===== src/hw/rtl/kehr_pkg.sv =====
// Shared types, constants and the key code to HID usage table.
package kehr_pkg;

    localparam int unsigned TYPE_W   = 16;
    localparam int unsigned CODE_W   = 16;
    localparam int unsigned VALUE_W  = 32;
    localparam int unsigned USAGE_W  = 8;
    localparam int unsigned OUT_SLOTS = 6;
    localparam int unsigned IN_DATA_W  = TYPE_W + CODE_W + VALUE_W;
    localparam int unsigned OUT_DATA_W = OUT_SLOTS * USAGE_W;

    localparam logic [TYPE_W-1:0]  KEY_EVENT_TYPE = 16'd1;
    localparam logic [VALUE_W-1:0] KEY_PRESSED    = 32'd1;
    localparam logic [VALUE_W-1:0] KEY_RELEASED   = 32'd0;
    localparam logic [CODE_W-1:0]  ROM_SIZE       = 16'd101;
    localparam int unsigned        ROM_IDX_W      = 7;

    // Decoded key action handed to the slot stage
    typedef struct packed {
        logic                press;
        logic                release_key;
        logic [USAGE_W-1:0]  usage;
    } t_key_op;

    typedef logic [OUT_SLOTS-1:0][USAGE_W-1:0] t_report;

    // evdev key code to HID keyboard usage; zero means no usage
    function automatic logic [USAGE_W-1:0] usage_lookup(input logic [ROM_IDX_W-1:0] code);
        logic [USAGE_W-1:0] u;
        case (code)
            7'd1:   u = 8'd41;
            7'd2:   u = 8'd30;
            7'd3:   u = 8'd31;
            7'd4:   u = 8'd32;
            7'd5:   u = 8'd33;
            7'd6:   u = 8'd34;
            7'd7:   u = 8'd35;
            7'd8:   u = 8'd36;
            7'd9:   u = 8'd37;
            7'd10:  u = 8'd38;
            7'd11:  u = 8'd39;
            7'd12:  u = 8'd45;
            7'd13:  u = 8'd46;
            7'd14:  u = 8'd42;
            7'd15:  u = 8'd43;
            7'd16:  u = 8'd20;
            7'd17:  u = 8'd26;
            7'd18:  u = 8'd8;
            7'd19:  u = 8'd21;
            7'd20:  u = 8'd23;
            7'd21:  u = 8'd28;
            7'd22:  u = 8'd24;
            7'd23:  u = 8'd12;
            7'd24:  u = 8'd18;
            7'd25:  u = 8'd19;
            7'd26:  u = 8'd47;
            7'd27:  u = 8'd48;
            7'd28:  u = 8'd40;
            7'd29:  u = 8'd224;
            7'd30:  u = 8'd4;
            7'd31:  u = 8'd22;
            7'd32:  u = 8'd7;
            7'd33:  u = 8'd9;
            7'd34:  u = 8'd10;
            7'd35:  u = 8'd11;
            7'd36:  u = 8'd13;
            7'd37:  u = 8'd14;
            7'd38:  u = 8'd15;
            7'd39:  u = 8'd51;
            7'd40:  u = 8'd52;
            7'd41:  u = 8'd53;
            7'd42:  u = 8'd225;
            7'd43:  u = 8'd49;
            7'd44:  u = 8'd29;
            7'd45:  u = 8'd27;
            7'd46:  u = 8'd6;
            7'd47:  u = 8'd25;
            7'd48:  u = 8'd5;
            7'd49:  u = 8'd17;
            7'd50:  u = 8'd16;
            7'd51:  u = 8'd54;
            7'd52:  u = 8'd55;
            7'd53:  u = 8'd56;
            7'd54:  u = 8'd229;
            7'd55:  u = 8'd85;
            7'd56:  u = 8'd226;
            7'd57:  u = 8'd44;
            7'd58:  u = 8'd57;
            7'd59:  u = 8'd58;
            7'd60:  u = 8'd59;
            7'd61:  u = 8'd60;
            7'd62:  u = 8'd61;
            7'd63:  u = 8'd62;
            7'd64:  u = 8'd63;
            7'd65:  u = 8'd64;
            7'd66:  u = 8'd65;
            7'd67:  u = 8'd66;
            7'd68:  u = 8'd67;
            7'd69:  u = 8'd83;
            7'd70:  u = 8'd71;
            7'd71:  u = 8'd95;
            7'd72:  u = 8'd96;
            7'd73:  u = 8'd97;
            7'd74:  u = 8'd86;
            7'd75:  u = 8'd92;
            7'd76:  u = 8'd93;
            7'd77:  u = 8'd94;
            7'd78:  u = 8'd87;
            7'd79:  u = 8'd89;
            7'd80:  u = 8'd90;
            7'd81:  u = 8'd91;
            7'd82:  u = 8'd98;
            7'd83:  u = 8'd99;
            7'd97:  u = 8'd228;
            7'd100: u = 8'd230;
            default: u = 8'd0;
        endcase
        return u;
    endfunction

endpackage


===== src/hw/rtl/kehr_decode.sv =====
// Input stage: classifies the key event, looks up its usage and registers the action.
module kehr_decode import kehr_pkg::*; (
    input  logic                 i_clk,
    input  logic                 i_rst_n,
    input  logic                 i_valid,
    input  logic [IN_DATA_W-1:0] i_data,
    input  logic                 i_advance,
    output logic                 o_ready,
    output logic                 o_op_valid,
    output t_key_op              o_op
);

    logic [TYPE_W-1:0]  w_type;
    logic [CODE_W-1:0]  w_code;
    logic [VALUE_W-1:0] w_value;
    logic [USAGE_W-1:0] w_usage;
    logic               w_key_ok;
    t_key_op            n_op;
    logic               r_valid;
    t_key_op            r_op;

    assign w_type  = i_data[TYPE_W-1:0];
    assign w_code  = i_data[TYPE_W +: CODE_W];
    assign w_value = i_data[TYPE_W+CODE_W +: VALUE_W];

    // table lookup and event filter
    always_comb begin
        w_usage  = usage_lookup(w_code[ROM_IDX_W-1:0]);
        w_key_ok = (w_type == KEY_EVENT_TYPE) && (w_code != '0) && (w_code < ROM_SIZE)
                   && (w_usage != '0);
        n_op.usage       = w_usage;
        n_op.press       = w_key_ok && (w_value == KEY_PRESSED);
        n_op.release_key = w_key_ok && (w_value == KEY_RELEASED);
    end

    // stage register moves whenever it is empty or the next stage takes it
    assign o_ready = !r_valid || i_advance;

    always_ff @(posedge i_clk) begin
        if (!i_rst_n) begin
            r_valid <= 1'b0;
        end else if (o_ready) begin
            r_valid <= i_valid;
        end
    end

    always_ff @(posedge i_clk) begin
        if (o_ready) begin
            r_op <= n_op;
        end
    end

    assign o_op_valid = r_valid;
    assign o_op       = r_op;

endmodule


===== src/hw/rtl/kehr_slots.sv =====
// Held usage slots: press insert, release remove with shift down, result register.
module kehr_slots import kehr_pkg::*; #(
    parameter int unsigned SLOT_COUNT = 6
) (
    input  logic     i_clk,
    input  logic     i_rst_n,
    input  logic     i_op_valid,
    input  t_key_op  i_op,
    input  logic     i_advance,
    output logic     o_valid,
    output t_report  o_report,
    output logic     o_changed
);

    typedef logic [SLOT_COUNT-1:0][USAGE_W-1:0] t_slots;

    t_slots                r_slots;
    t_slots                n_slots;
    t_slots                w_shift;
    logic                  r_valid;
    logic                  r_changed;
    logic                  n_changed;
    logic [SLOT_COUNT-1:0] w_match;
    logic [SLOT_COUNT-1:0] w_zero;
    logic [SLOT_COUNT-1:0] w_first_free;
    logic [SLOT_COUNT-1:0] w_from_hit;

    // per-slot compares, first free slot and the slots from the hit onward
    always_comb begin
        for (int i = 0; i < SLOT_COUNT; i++) begin
            w_match[i] = (r_slots[i] == i_op.usage);
            w_zero[i]  = (r_slots[i] == '0);
        end
        // slots stay packed, so the first free one follows an occupied one
        w_first_free[0] = w_zero[0];
        w_from_hit[0]   = w_match[0];
        for (int i = 1; i < SLOT_COUNT; i++) begin
            w_first_free[i] = w_zero[i] && !w_zero[i-1];
            w_from_hit[i]   = w_match[i] || w_from_hit[i-1];
        end
        for (int i = 0; i < SLOT_COUNT - 1; i++) begin
            w_shift[i] = r_slots[i+1];
        end
        w_shift[SLOT_COUNT-1] = '0;
    end

    // next slot contents
    always_comb begin
        n_slots   = r_slots;
        n_changed = 1'b0;
        if (i_op.press && !(|w_match) && (|w_zero)) begin
            n_changed = 1'b1;
            for (int i = 0; i < SLOT_COUNT; i++) begin
                if (w_first_free[i]) begin
                    n_slots[i] = i_op.usage;
                end
            end
        end else if (i_op.release_key && (|w_match)) begin
            n_changed = 1'b1;
            for (int i = 0; i < SLOT_COUNT; i++) begin
                if (w_from_hit[i]) begin
                    n_slots[i] = w_shift[i];
                end
            end
        end
    end

    // slot state doubles as the result register
    always_ff @(posedge i_clk) begin
        if (!i_rst_n) begin
            r_valid   <= 1'b0;
            r_slots   <= '0;
            r_changed <= 1'b0;
        end else if (i_advance) begin
            r_valid <= i_op_valid;
            if (i_op_valid) begin
                r_slots   <= n_slots;
                r_changed <= n_changed;
            end
        end
    end

    // reported slots beyond the slot count read zero
    for (genvar j = 0; j < OUT_SLOTS; j++) begin : g_out
        if (j < SLOT_COUNT) begin : g_held
            assign o_report[j] = r_slots[j];
        end else begin : g_empty
            assign o_report[j] = '0;
        end
    end

    assign o_valid   = r_valid;
    assign o_changed = r_changed;

endmodule


===== src/hw/rtl/key_event_to_hid_rollover_report_core.sv =====
// Top level: key event stream in, six-key rollover report stream out.

// Each accepted key event beat yields exactly one report beat, passing through the
// decode register (usage table lookup and event filter) and then the slot register
// (six parallel usage compares and a one-step shift down). A new event is taken
// every cycle unless the output stalls; the slot register is the only state
// carried from one event to the next. Events that are not key presses or releases
// of a mapped code still give a report, with report_changed low. Modifier keys
// occupy ordinary slots; no modifier byte is built.
module key_event_to_hid_rollover_report_core import kehr_pkg::*; #(
    parameter int unsigned SLOT_COUNT = 6
) (
    input  logic                  i_clk,
    input  logic                  i_rst_n,
    input  logic                  i_s_axis_tvalid,
    output logic                  o_s_axis_tready,
    // [15:0] event_type, [31:16] key_code, [63:32] key_value
    input  logic [IN_DATA_W-1:0]  i_s_axis_tdata,
    output logic                  o_m_axis_tvalid,
    input  logic                  i_m_axis_tready,
    // [7:0] usage_slot_0, [15:8] usage_slot_1 ... [47:40] usage_slot_5
    output logic [OUT_DATA_W-1:0] o_m_axis_tdata,
    // [0] report_changed
    output logic                  o_m_axis_tuser
);

    logic    w_advance;
    logic    w_op_valid;
    t_key_op w_op;
    t_report w_report;
    logic    w_packed;

    // result register frees when empty or taken
    assign w_advance = !o_m_axis_tvalid || i_m_axis_tready;

    kehr_decode u_decode (
        .i_clk      (i_clk),
        .i_rst_n    (i_rst_n),
        .i_valid    (i_s_axis_tvalid),
        .i_data     (i_s_axis_tdata),
        .i_advance  (w_advance),
        .o_ready    (o_s_axis_tready),
        .o_op_valid (w_op_valid),
        .o_op       (w_op)
    );

    kehr_slots #(
        .SLOT_COUNT (SLOT_COUNT)
    ) u_slots (
        .i_clk      (i_clk),
        .i_rst_n    (i_rst_n),
        .i_op_valid (w_op_valid),
        .i_op       (w_op),
        .i_advance  (w_advance),
        .o_valid    (o_m_axis_tvalid),
        .o_report   (w_report),
        .o_changed  (o_m_axis_tuser)
    );

    assign o_m_axis_tdata = w_report;

    // no held usage after an empty slot
    always_comb begin
        w_packed = 1'b1;
        for (int i = 0; i < OUT_SLOTS - 1; i++) begin
            if (w_report[i] == '0 && w_report[i+1] != '0) begin
                w_packed = 1'b0;
            end
        end
    end

    a_packed : assert property (@(posedge i_clk) disable iff (!i_rst_n) w_packed)
        else $error("report slots not packed from slot 0");

    a_stall_only_full : assert property (@(posedge i_clk) disable iff (!i_rst_n)
        !o_s_axis_tready |-> (w_op_valid && o_m_axis_tvalid && !i_m_axis_tready))
        else $error("input stalled while a stage was free");

    a_result_from_event : assert property (@(posedge i_clk) disable iff (!i_rst_n)
        $rose(o_m_axis_tvalid) |-> $past(w_op_valid))
        else $error("report beat without a decoded event");

    a_unchanged_report : assert property (@(posedge i_clk) disable iff (!i_rst_n)
        (w_advance && w_op_valid && !w_op.press && !w_op.release_key)
        |=> (!o_m_axis_tuser && $stable(o_m_axis_tdata)))
        else $error("ignored event altered the report");

endmodule

===== config.mk =====
export PLATFORM = sky130hd
export DESIGN_NAME = key_event_to_hid_rollover_report_core
export DESIGN_NICKNAME = d
export VERILOG_FILES = /design/src/hw/rtl/kehr_pkg.sv /design/src/hw/rtl/kehr_decode.sv /design/src/hw/rtl/kehr_slots.sv /design/src/hw/rtl/key_event_to_hid_rollover_report_core.sv
export SDC_FILE = /design/constraint.sdc
export NUM_CORES = 1
export LEC_CHECK = 0
export ABC_CLOCK_PERIOD_IN_PS = 5080
export BUFFER_PORTS_ARGS = -buffer_cell sky130_fd_sc_hd__buf_2
export CAP_MARGIN = 20
export CORE_ASPECT_RATIO = 1.75
export CORE_UTILIZATION = 35
export DETAILED_ROUTE_END_ITERATION = 16
export GPL_TIMING_DRIVEN = 0
export PLACE_DENSITY = 0.56
export SETUP_SLACK_MARGIN = 0.3
export SLEW_MARGIN = 40
export SYNTH_ARGS = -nofsm -noshare
export SYNTH_HDL_FRONTEND = slang
export SYNTH_SLANG_ARGS = --single-unit

===== constraint.sdc =====
create_clock -name i_clk -period 5.08 [get_ports i_clk]
set_input_delay 0.508 -clock i_clk [delete_from_list [all_inputs] [get_ports i_clk]]
set_output_delay 0.508 -clock i_clk [all_outputs]
set_load 0.05 [all_outputs]

# == Word level (Yosys, flattened, before mapping) ==
# Memories as Yosys holds them, arrays and structs flattened.
# Cells that the tools add are included.
# op_classes
add_sub_neg,0
mul,0
div_mod_pow,0
n_lt_le_gt_ge,1
n_eq_ne,14
shift,0
muxes,16
bitwise_logic,0
n_reduce_logical,53
# op_table
cell,n
$mux 48,2
$mux 8,12
$eq 8x8->1,6
$logic_not 8->1,6
$eq 32x1->1 const B,1
$logic_not 32->1,1
$reduce_and 5->1,6
$eq 16x1->1 const B,1
$lt 16x7->1 const B,1
$reduce_bool 16->1,1
$reduce_bool 2->1,7
$logic_and 1x1->1,13
$ne 2x1->1 const B,6
$reduce_or 6->1,2
$logic_not 1->1,8
$reduce_bool 8->1,1
$logic_or 1x1->1,7
$mux 1,2
$reduce_and 2->1,1
# word_totals
reg_bits,61
latchBits,0
ram_bits,0
rom_bits,1024
in_bits,68
output_inout_bits,51
word_cells,97
memories,1
# memory_table
memory,words,width,read_ports,rd_ports_with_merged_regs,wr,line,text
(no name shown),128,8,1,0,0,kehr_pkg.sv:30,case (code)

# == Longest topological paths before layout ==
# Gate-level depths: netlist (run 1).
# logic_depth
ltp_word,9
mapped_depth,11
mapped_depth_nobuf,9

# == Cells and area by module ==
# Synthesis (run 1) repeated with hierarchy kept, for this count alone.
# unflattened
hier_cells,573
area_unflattened_um2,4918.5
# modules_own_cells
mod,instances,cells_per_inst,area_per_inst_um2,seq_area_each_um2
kehr_slots,1,358,3198.1,1001.0
kehr_decode,1,214,1714.1,320.3
key_event_to_hid_rollover_report_core,1,1,6.3,0.0

# == Worst setup path before layout (run 1) ==
# OpenSTA, ideal clock, no wires.
# synth_timing
path_kind,input port to flip-flop
start,input port i_s_axis_tdata[17]
end,"register u_decode.r_op, in the netlist u_decode.o_op[9], data pin"
setup_time_ps,272
arrival_ps,2403
required_ps,4808
path_slack_ps,2405
path_stages,9
path_buffers,1
cell_sequence,inv_1 > ha_1 > clkbuf_1 > mux4_2 > a211o_1 > a22o_1 > nand4bb_1 > nor4_1 > nor4b_1
# synth_rtl
element,line,text
from (decl),key_event_to_hid_rollover_report_core.sv:18,"input logic [IN_DATA_W-1:0] i_s_axis_tdata,"
to (signal assigned),kehr_decode.sv:49,r_op <= n_op;
to (decl),kehr_decode.sv:20,t_key_op r_op;

==> impl_metrics.csv, run 1 <==
group,metric,value,unit
sta,skew,6.08,ps
route,drt_iter0_drc,310,
logic_synthesis,avgSynthCellArea,8.30,sq um
cells_and_area,area_delta_synth_final,23.6,%
logic_synthesis,ys_types,75,
cts,cts-resized-gates,0,
critical_path,r2r-end,"u_slots.o_report[12]$_SDFFE_PN0P_",
sta,rsz0062_at_grt,"no",
logic_synthesis,synth_cells,592,
die,die_area,14500,sq um
logic_synthesis,async_reset_ff_share,0,%
critical_path,cp.required,5150,ps
route,via_per_inst,6.01,
logic_synthesis,netlist_top_cells_count,"a21oi_1 (66), dfxtp_1 (51), xor2_1 (49), nor4_1 (33), nand2_1 (32)",
cts,clk_path_buf_depth,2,
sta,slew_headroom,53.1,%
critical_path,crit_arrival,3230,ps
cells_and_area,diodes,0,
critical_path,worst-setup-path-type,"in -> reg",
logic_synthesis,synthTopCellsByArea,"dfxtp_1 (21%), xor2_1 (8.7%), a21oi_1 (6.7%)",
critical_path,worstRegToRegCells,8,
sta,post-route-period-util,62.3,%
sta,setup_viol,0,
critical_path,end_kind,"register",
logic_synthesis,ys_seq_area_share,26.9,%
worst_hold_path,min_to,"u_decode.o_op_valid$_SDFFE_PN0P_",
route,dr_total_vias,5417,
critical_path,start_kind,"primary input",
cts,cts.sinks,61,
cts,cts_setup_buffers,0,
logic_synthesis,yosys_warnings,0,
grt,grt_pass1_wl,30000,microns
place,gp_congestion,0.952,
cells_and_area,final.fill_count,1407,
cts,cts-buffers-inserted,9,
die,fp.dieW,91.6,microns
pwr,power.total,1.51,mW
grt,grt_max_degree,14,
sta,fin_setup_tns,0,ps
pwr,peakVddDrop,157,uV
die,die_h,159,microns
logic_synthesis,yosys_most_used_dff,"dfxtp_1",
critical_path,crit_path_max_fanout,13,
worst_hold_path,worstHoldStart,"i_s_axis_tvalid",
job,max_cap_viol_count,0,
logic_synthesis,yosys.area.top_type,"dfxtp_1",
worst_hold_path,min_path_type,"in -> reg",
grt,antenna_found_initial,0,
logic_synthesis,yosysMostFrequentCell,"a21oi_1",
cts,clk_pin_slew,50,ps
status,violations,"design-rule violations",
sta,worst_slew_pin_slew,697,ps
cts,cts_tree,"built",
place,numPortBuffers,117,
cts,htreeDepth,3,
logic_synthesis,synth_top_area_share,20.8,%
sta,hold_viol,0,
grt,grt_pass1_vias,5597,
pwr,leakagePower,2.75,nW
sta,finalMaxSlewViolations,0,
logic_synthesis,netlist_area,4910,sq um
logic_synthesis,synth_edf_count,10,
route,wirelength,19300,microns
grt,grt_overflow,0,
sta,fin_crit,3160,ps
cells_and_area,nets,799,
cells_and_area,drive_gt1_share,26.2,%
critical_path,rrSetupSlack,1940,ps
cts,cts-root-buf,"clkbuf_16",
route,ant_nets,0,
cts,ctsHoldBuffers,0,
die,core_area,13800,sq um
grt,track_usage,26.7,%
logic_synthesis,ys_ff_latch,61,
logic_synthesis,synth_nets,671,
status,run_status,"finished with violations",
sta,fmax,316,MHz
route,routedWlPerCell,21.4,microns
die,initial_core_util,35.7,%
die,ioPinCount,119,
pwr,power.density,249,nW/um^2
worst_hold_path,holdPathStages,3,
sta,hold_slack,378,ps
route,dr.pass1.iters,10,
cts,insertion_delay,330,ps
die,rows,57,
critical_path,r2r_start,"u_slots.o_report[7]$_SDFFE_PN0P_",
place,hpwlAfterDp,14700,microns
route,drc_errors,2,
-- stage by stage --
step                      std cells  utilization, %  cell area (sq um)  setup WS [ps]
after CTS                       902            44.1               6070           1970
after global placement          886            41.6               5720           1640
after global routing            902            44.1               6070           1720
after floorplan                 592               -               4910           2410
final                           902            44.1               6070           1920
after detailed placement        886            41.6               5720           1630
-- kinds of logic after synthesis --
logic type | share of synthesized area (%)
compound gates | 31.9
xor+xnor | 8.73
fa+ha+maj | 2.80
buf+inv | 6.75
flops | 26.9
mux | 4.30
simple gates | 18.6
-- cells in the final DEF, fill, tap and decap left out, drive strengths merged, types with 5 or more instances in the layout --
| cell | count |
|---|---|
| nand2b | 8 |
| o211ai | 28 |
| xor2 | 49 |
| clkbuf | 37 |
| buf | 148 |
| nand3 | 5 |
| nand4 | 7 |
| dfxtp | 51 |
| a21boi | 27 |
| nor2b | 7 |
| a22o | 7 |
| a21bo | 8 |
| a21oi | 72 |
| and3 | 9 |
| edfxtp | 10 |
| nor2 | 27 |
| a211oi | 9 |
| inv | 12 |
| mux2i | 11 |
| nor4 | 39 |
| ha | 11 |
| nand2 | 32 |
| o21ai | 41 |
-- worst max-delay path by stage --
stage / startpoint / cells past startpoint / slack (ps) / end
after floorplan: i_s_axis_tdata[17] / 9 / 2410 / u_decode.o_op[9]$_DFFE_PP_
after global placement: i_s_axis_tdata[17] / 10 / 1640 / u_decode.o_op[8]$_DFFE_PP_
after detailed placement: i_s_axis_tdata[17] / 10 / 1630 / u_decode.o_op[8]$_DFFE_PP_
after CTS: i_s_axis_tdata[17] / 10 / 1970 / u_decode.o_op[8]$_DFFE_PP_
after global routing: i_s_axis_tdata[17] / 11 / 1720 / u_decode.o_op[8]$_DFFE_PP_
final: i_s_axis_tdata[17] / 10 / 1920 / u_decode.o_op[8]$_DFFE_PP_
-- area by class of cell --
type	instances	area (sq um)	area share [%]
clock inverters	4	95.1	1.57
plain buffers	56	283	4.66
multi-input cells	462	3260	53.7
inverters	13	48.8	0.803
repair buffers	117	586	9.64
clock buffers	12	256	4.22
flip-flops and latches	61	1320	21.8
well taps	177	221	3.65
-- sequential cells by signal, summed over array words and instances, names as in the netlist --
register	cells
u_decode.o_op	10
u_slots.o_report	48
u_slots.o_valid	1
u_slots.o_changed	1
u_decode.o_op_valid	1
-- worst max-delay path, cell delays in order --
cell and delay (ps):
buf_2 240, inv_1 240, ha_1 240, clkbuf_1 260, mux4_2 520, a211o_1 310, a22o_1 210, nand4bb_1 180
nor4_1 390, nor4_1 120
-- power by group --
part | switching [mW] | internal [mW]
registers | 0.00339 | 0.501
clock network | 0.211 | 0.505
logic | 0.185 | 0.109
-- per-layer routing --
metal / share of wire (%) / up-vias / global-route usage (%)
met3: 5.9 / 88 / 4.31
met1: 34 / 2580 / 25.3
met2: 53 / 268 / 50.3
met5: 0 / - / 0
met4: 7.0 / 0 / 19.3
li1: - / 2481 / -
Note: power is estimated with default switching activity, not from simulation.
==> run 2, diff against run 1 <==
Settings changed: ABC_CLOCK_PERIOD_IN_PS 5080 to 3000.
Clock period 5.08 ns to 3 ns, I/O delays scaled along.
==> impl_metrics.csv, run 2 (synthesized netlist as in run 1, its figures left out) <==
group,metric,value,unit
sta,post-route-period-util,88.6,%
critical_path,end_kind,"register",
cells_and_area,final_cell_mix,"buf_2 (129), a21oi_1 (64), dfxtp_1 (51)",
grt,antenna_found_initial,0,
die,rows,57,
pwr,power.density,416,nW/um^2
status,violations,"design-rule violations",
pwr,leakagePower,2.83,nW
cts,clk_path_buf_depth,2,
grt,grt_pass1_vias,5619,
sta,slew_headroom,50.8,%
place,dp.cells,886,
place,place_ws,-241,ps
die,initial_core_util,35.7,%
sta,finalMaxSlewViolations,0,
grt,track_usage,26.7,%
pwr,peakVddDrop,266,uV
critical_path,crit_arrival,2860,ps
sta,setup_viol,0,
critical_path,worst-setup-path-type,"reg -> reg",
route,via_per_inst,6.04,
critical_path,start_kind,"register",
place,dpl_cell_area,5720,sq um
sta,fmax,376,MHz
route,ant_nets,0,
cells_and_area,final_common_cell,"buf_2",
critical_path,crit_family,"compound AO/OA/AOI/OAI gates",
sta,rsz0062_at_grt,"yes",
cells_and_area,layout.cells.non_filler,910,
cts,htreeDepth,3,
die,core_area,13800,sq um
cts,cts_tree,"built",
job,max_cap_viol_count,0,
place,hpwlAfterDp,14700,microns
cts,insertion_delay,340,ps
sta,fin_crit,2660,ps
route,wirelength,19400,microns
critical_path,worst_path_max_delay_cell,"edfxtp_1",
die,fp.dieW,91.6,microns
sta,worst_slew_pin_slew,737,ps
route,dr_total_vias,5498,
cts,cts-root-buf,"clkbuf_16",
cts,clk_pin_slew,60,ps
cells_and_area,largest_reg_flops,48,
cts,ctsHoldBuffers,0,
grt,grt_pass1_wl,29900,microns
critical_path,cp.buffers_inverters,4,
die,die_area,14500,sq um
route,drt_iter0_drc,359,
route,drc_errors,2,
route,routedWlPerCell,21.3,microns
die,die_h,159,microns
cells_and_area,nets,807,
sta,skew,7.69,ps
route,dr.pass1.iters,11,
cells_and_area,diodes,0,
cells_and_area,drive_gt1_share,30.7,%
critical_path,crit_top_cell,"buf_6",
critical_path,path_cells,"clkbuf_4, xor2_1, nor4_4, a22oi_2, and4_4, buf_6, buf_6, buf_2, a21boi_0, o211ai_1, a21oi_2",
cells_and_area,final_area,6270,sq um
critical_path,max_stage_delay,360,ps
cts,cts.sinks,61,
die,ioPinCount,119,
cts,cts-buffers-inserted,9,
critical_path,cp.required,3200,ps
sta,finalWorstSetupSlack,341,ps
grt,grt_overflow,0,
status,run_status,"finished with violations",
critical_path,crit_path_max_fanout,10,
place,gp_congestion,0.952,
worst_hold_path,min_path_type,"in -> reg",
place,numPortBuffers,117,
grt,grt_max_degree,14,
sta,hold_viol,0,
cells_and_area,area_delta_synth_final,27.6,%
run 2: final timing paths:
path              cells after the start                      startpoint  slack (ps)                          endpoint
setup / recovery                     11      u_decode.o_op[1]$_DFFE_PP_         340  u_slots.o_report[1]$_SDFFE_PN0P_
hold / removal                        3                 i_s_axis_tvalid         170  u_decode.o_op_valid$_SDFFE_PN0P_
setup reg to reg                     11      u_decode.o_op[1]$_DFFE_PP_         340  u_slots.o_report[1]$_SDFFE_PN0P_
hold reg to reg                       2  u_slots.o_changed$_SDFFE_PN0P_         500    u_slots.o_changed$_SDFFE_PN0P_
run 2: worst register-to-register path, cell delays in order (launching register included):
cell and delay [ps]:
edfxtp_1 360, clkbuf_4 220, xor2_1 250, nor4_4 90, a22oi_2 310, and4_4 280, buf_6 120, buf_6 160
buf_2 240, a21boi_0 130, o211ai_1 260, a21oi_2 90
run 2: where the power goes:
part	total [mW]	internal, mW	switching (mW)
logic	0.534	0.208	0.326
clock network	1.22	0.855	0.365
registers	0.855	0.849	0.00644
total	2.61	1.91	0.697
run 2: per-stage QoR:
step | utilization, % | hold WS [ps] | setup TNS, ps | total power [mW]
final | 45.6 | 165 | 0 | 2.61
after global routing | 45.6 | 177 | 0 | 2.68
after CTS | 44.5 | 169 | 0 | 2.58
after detailed placement | 41.6 | 492 | -546 | 1.36
after global placement | 41.6 | 489 | -457 | 1.35
after floorplan | - | 417 | 0 | 1.20
run 2: area by class of cell:
cell class | count | area [sq um]
Fill cell | 1383 | 7490
Multi-Input combinational cell | 462 | 3350
Sequential cell | 61 | 1320
Timing Repair Buffer | 125 | 651
Buffer | 56 | 323
Clock buffer | 12 | 256
Tap cell | 177 | 221
Clock inverter | 4 | 95.1
Inverter | 13 | 52.6
run 2: repair_timing:
action | in CTS | in global routing
endpoints found under the setup margin | 36 | 44
gates resized for setup | 12 | 43
pin swaps | 0 | 9
buffers inserted | 2 | 6
run 2: per-layer routing:
| layer | up-vias | GRT usage (%) | share of wire [%] |
|---|---|---|---|
| met5 | - | 0 | 0 |
| li1 | 2512 | - | - |
| met1 | 2614 | 25.1 | 33 |
| met2 | 284 | 50.0 | 54 |
| met4 | 0 | 20.1 | 6.7 |
| met3 | 88 | 4.36 | 6.1 |
==> run 3, diff against run 2 <==
Settings changed: ABC_CLOCK_PERIOD_IN_PS 3000 to 2850.
Clock period 3 ns to 2.85 ns, I/O delays scaled along.
==> impl_metrics.csv, run 3 (synthesized netlist as in run 1, its figures left out) <==
group,metric,value,unit
status,run_status,"finished with violations",
status,violations,"design-rule violations",
grt,grt_pass1_vias,5669,
sta,skew,5.87,ps
grt,grt_pass1_wl,30500,microns
sta,fin_crit,2530,ps
pwr,peakVddDrop,289,uV
grt,grt_overflow,0,
grt,antenna_found_initial,0,
cts,clk_pin_slew,50,ps
route,drt_iter0_drc,377,
die,fp.dieW,91.6,microns
pwr,power_frac_seq,32.0,%
die,die_h,159,microns
cells_and_area,drive_gt1_share,36.4,%
route,drc_errors,2,
cells_and_area,diodes,0,
route,dr.pass1.iters,11,
cells_and_area,final_cell_mix,"buf_2 (129), a21oi_1 (63), dfxtp_1 (51)",
die,ioPinCount,119,
sta,post-route-period-util,88.7,%
place,dp.cells,886,
pwr,comb_power_share,22.7,%
cells_and_area,largest_reg_flops,48,
die,die_area,14500,sq um
sta,worst_slew_pin_slew,771,ps
pwr,pwr-share-clk,45.3,%
cts,cts_tree,"built",
cts,cts-buffers-inserted,9,
cells_and_area,nets,816,
place,hpwlAfterDp,14700,microns
pwr,leakagePower,2.96,nW
place,numPortBuffers,117,
die,core_area,13800,sq um
critical_path,cp.required,3030,ps
cells_and_area,utilization,48.7,%
sta,setup_viol,0,
route,ant_nets,0,
critical_path,crit_path_max_fanout,9,
worst_hold_path,min_path_type,"in -> reg",
pwr,p_int,2.06,mW
route,routedWlPerCell,21.7,microns
cts,cts.sinks,61,
sta,hold_slack,152,ps
cts,insertion_delay,340,ps
grt,track_usage,27.1,%
critical_path,end_kind,"register",
place,gp_congestion,0.952,
sta,finalMaxSlewViolations,0,
pwr,power.total,2.82,mW
route,wirelength,20000,microns
pwr,power.density,420,nW/um^2
cts,clk_path_buf_depth,2,
sta,rsz0062_at_grt,"yes",
critical_path,worst-setup-path-type,"reg -> reg",
cells_and_area,final_common_cell,"buf_2",
sta,slew_headroom,47.9,%
die,rows,57,
die,initial_core_util,35.7,%
cts,htreeDepth,3,
critical_path,start_kind,"register",
critical_path,crit_arrival,2710,ps
pwr,switching_share,27.0,%
route,via_per_inst,6.03,
cells_and_area,area_delta_synth_final,36.5,%
job,max_cap_viol_count,0,
grt,grt_max_degree,14,
sta,hold_viol,0,
cells_and_area,layout.cells.non_filler,919,
route,dr_total_vias,5537,
pwr,p_switching,0.763,mW
cts,ctsHoldBuffers,0,
cts,cts-root-buf,"clkbuf_16",
sta,fmax,396,MHz
run 3: layout make-up:
class	instances	area, sq um
fillers	1346	7060
multi-input cells	462	3640
flip-flops and latches	61	1320
repair buffers	134	729
plain buffers	56	387
clock buffers	12	256
well taps	177	221
clock inverters	4	95.1
inverters	13	52.6
run 3: worst paths after layout:
kind / start / endpoint / slack (ps) / cells after the start
setup / recovery: u_decode.o_op[2]$_DFFE_PP_ / u_slots.o_report[12]$_SDFFE_PN0P_ / 320 / 10
hold / removal: i_s_axis_tvalid / u_decode.o_op_valid$_SDFFE_PN0P_ / 150 / 3
setup reg to reg: u_decode.o_op[2]$_DFFE_PP_ / u_slots.o_report[12]$_SDFFE_PN0P_ / 320 / 10
hold reg to reg: u_slots.o_changed$_SDFFE_PN0P_ / u_slots.o_changed$_SDFFE_PN0P_ / 490 / 2
run 3: power groups by stage:
stage | combinational [mW] | clock (mW) | sequential (mW)
finish | 0.640 | 1.28 | 0.902
global route | 0.679 | 1.33 | 0.903
CTS | 0.553 | 1.29 | 0.900
detailed placement | 0.512 | 0 | 0.917
global placement | 0.505 | 0 | 0.917
floorplan | 0.337 | 0 | 0.923
run 3: metrics by stage:
| step | cell area (sq um) | TNS [ps] | setup slack (ps) |
|---|---|---|---|
| global placement | 5720 | -905 | -368 |
| CTS | 6230 | 0 | 275 |
| floorplan | 4910 | 0 | 352 |
| finish | 6710 | 0 | 323 |
| detailed placement | 5720 | -1940 | -376 |
| global route | 6710 | 0 | 239 |
run 3: critical path: stages (launching register included):
cell      delay, ps
edfxtp_1        370
buf_6           170
xor2_1          160
nor4_2          350
nand2_1         180
and4_4          230
buf_6           130
and3_1          170
clkbuf_2        220
o211ai_1        270
a21oi_1         110
run 3: repair_timing:
item | 4_1_cts | 5_1_grt
pin swaps | 7 | 23
endpoints found under the setup margin | 51 | 49
buffers inserted | 6 | 10
gates cloned | 0 | 1
resized for setup | 30 | 106
run 3: metal layers:
| metal | part of all wire [%] | global-route usage, % |
|---|---|---|
| met4 | 7.0 | 19.6 |
| met3 | 6.1 | 4.12 |
| met1 | 33 | 25.7 |
| met2 | 54 | 51.2 |
| met5 | 0 | 0 |
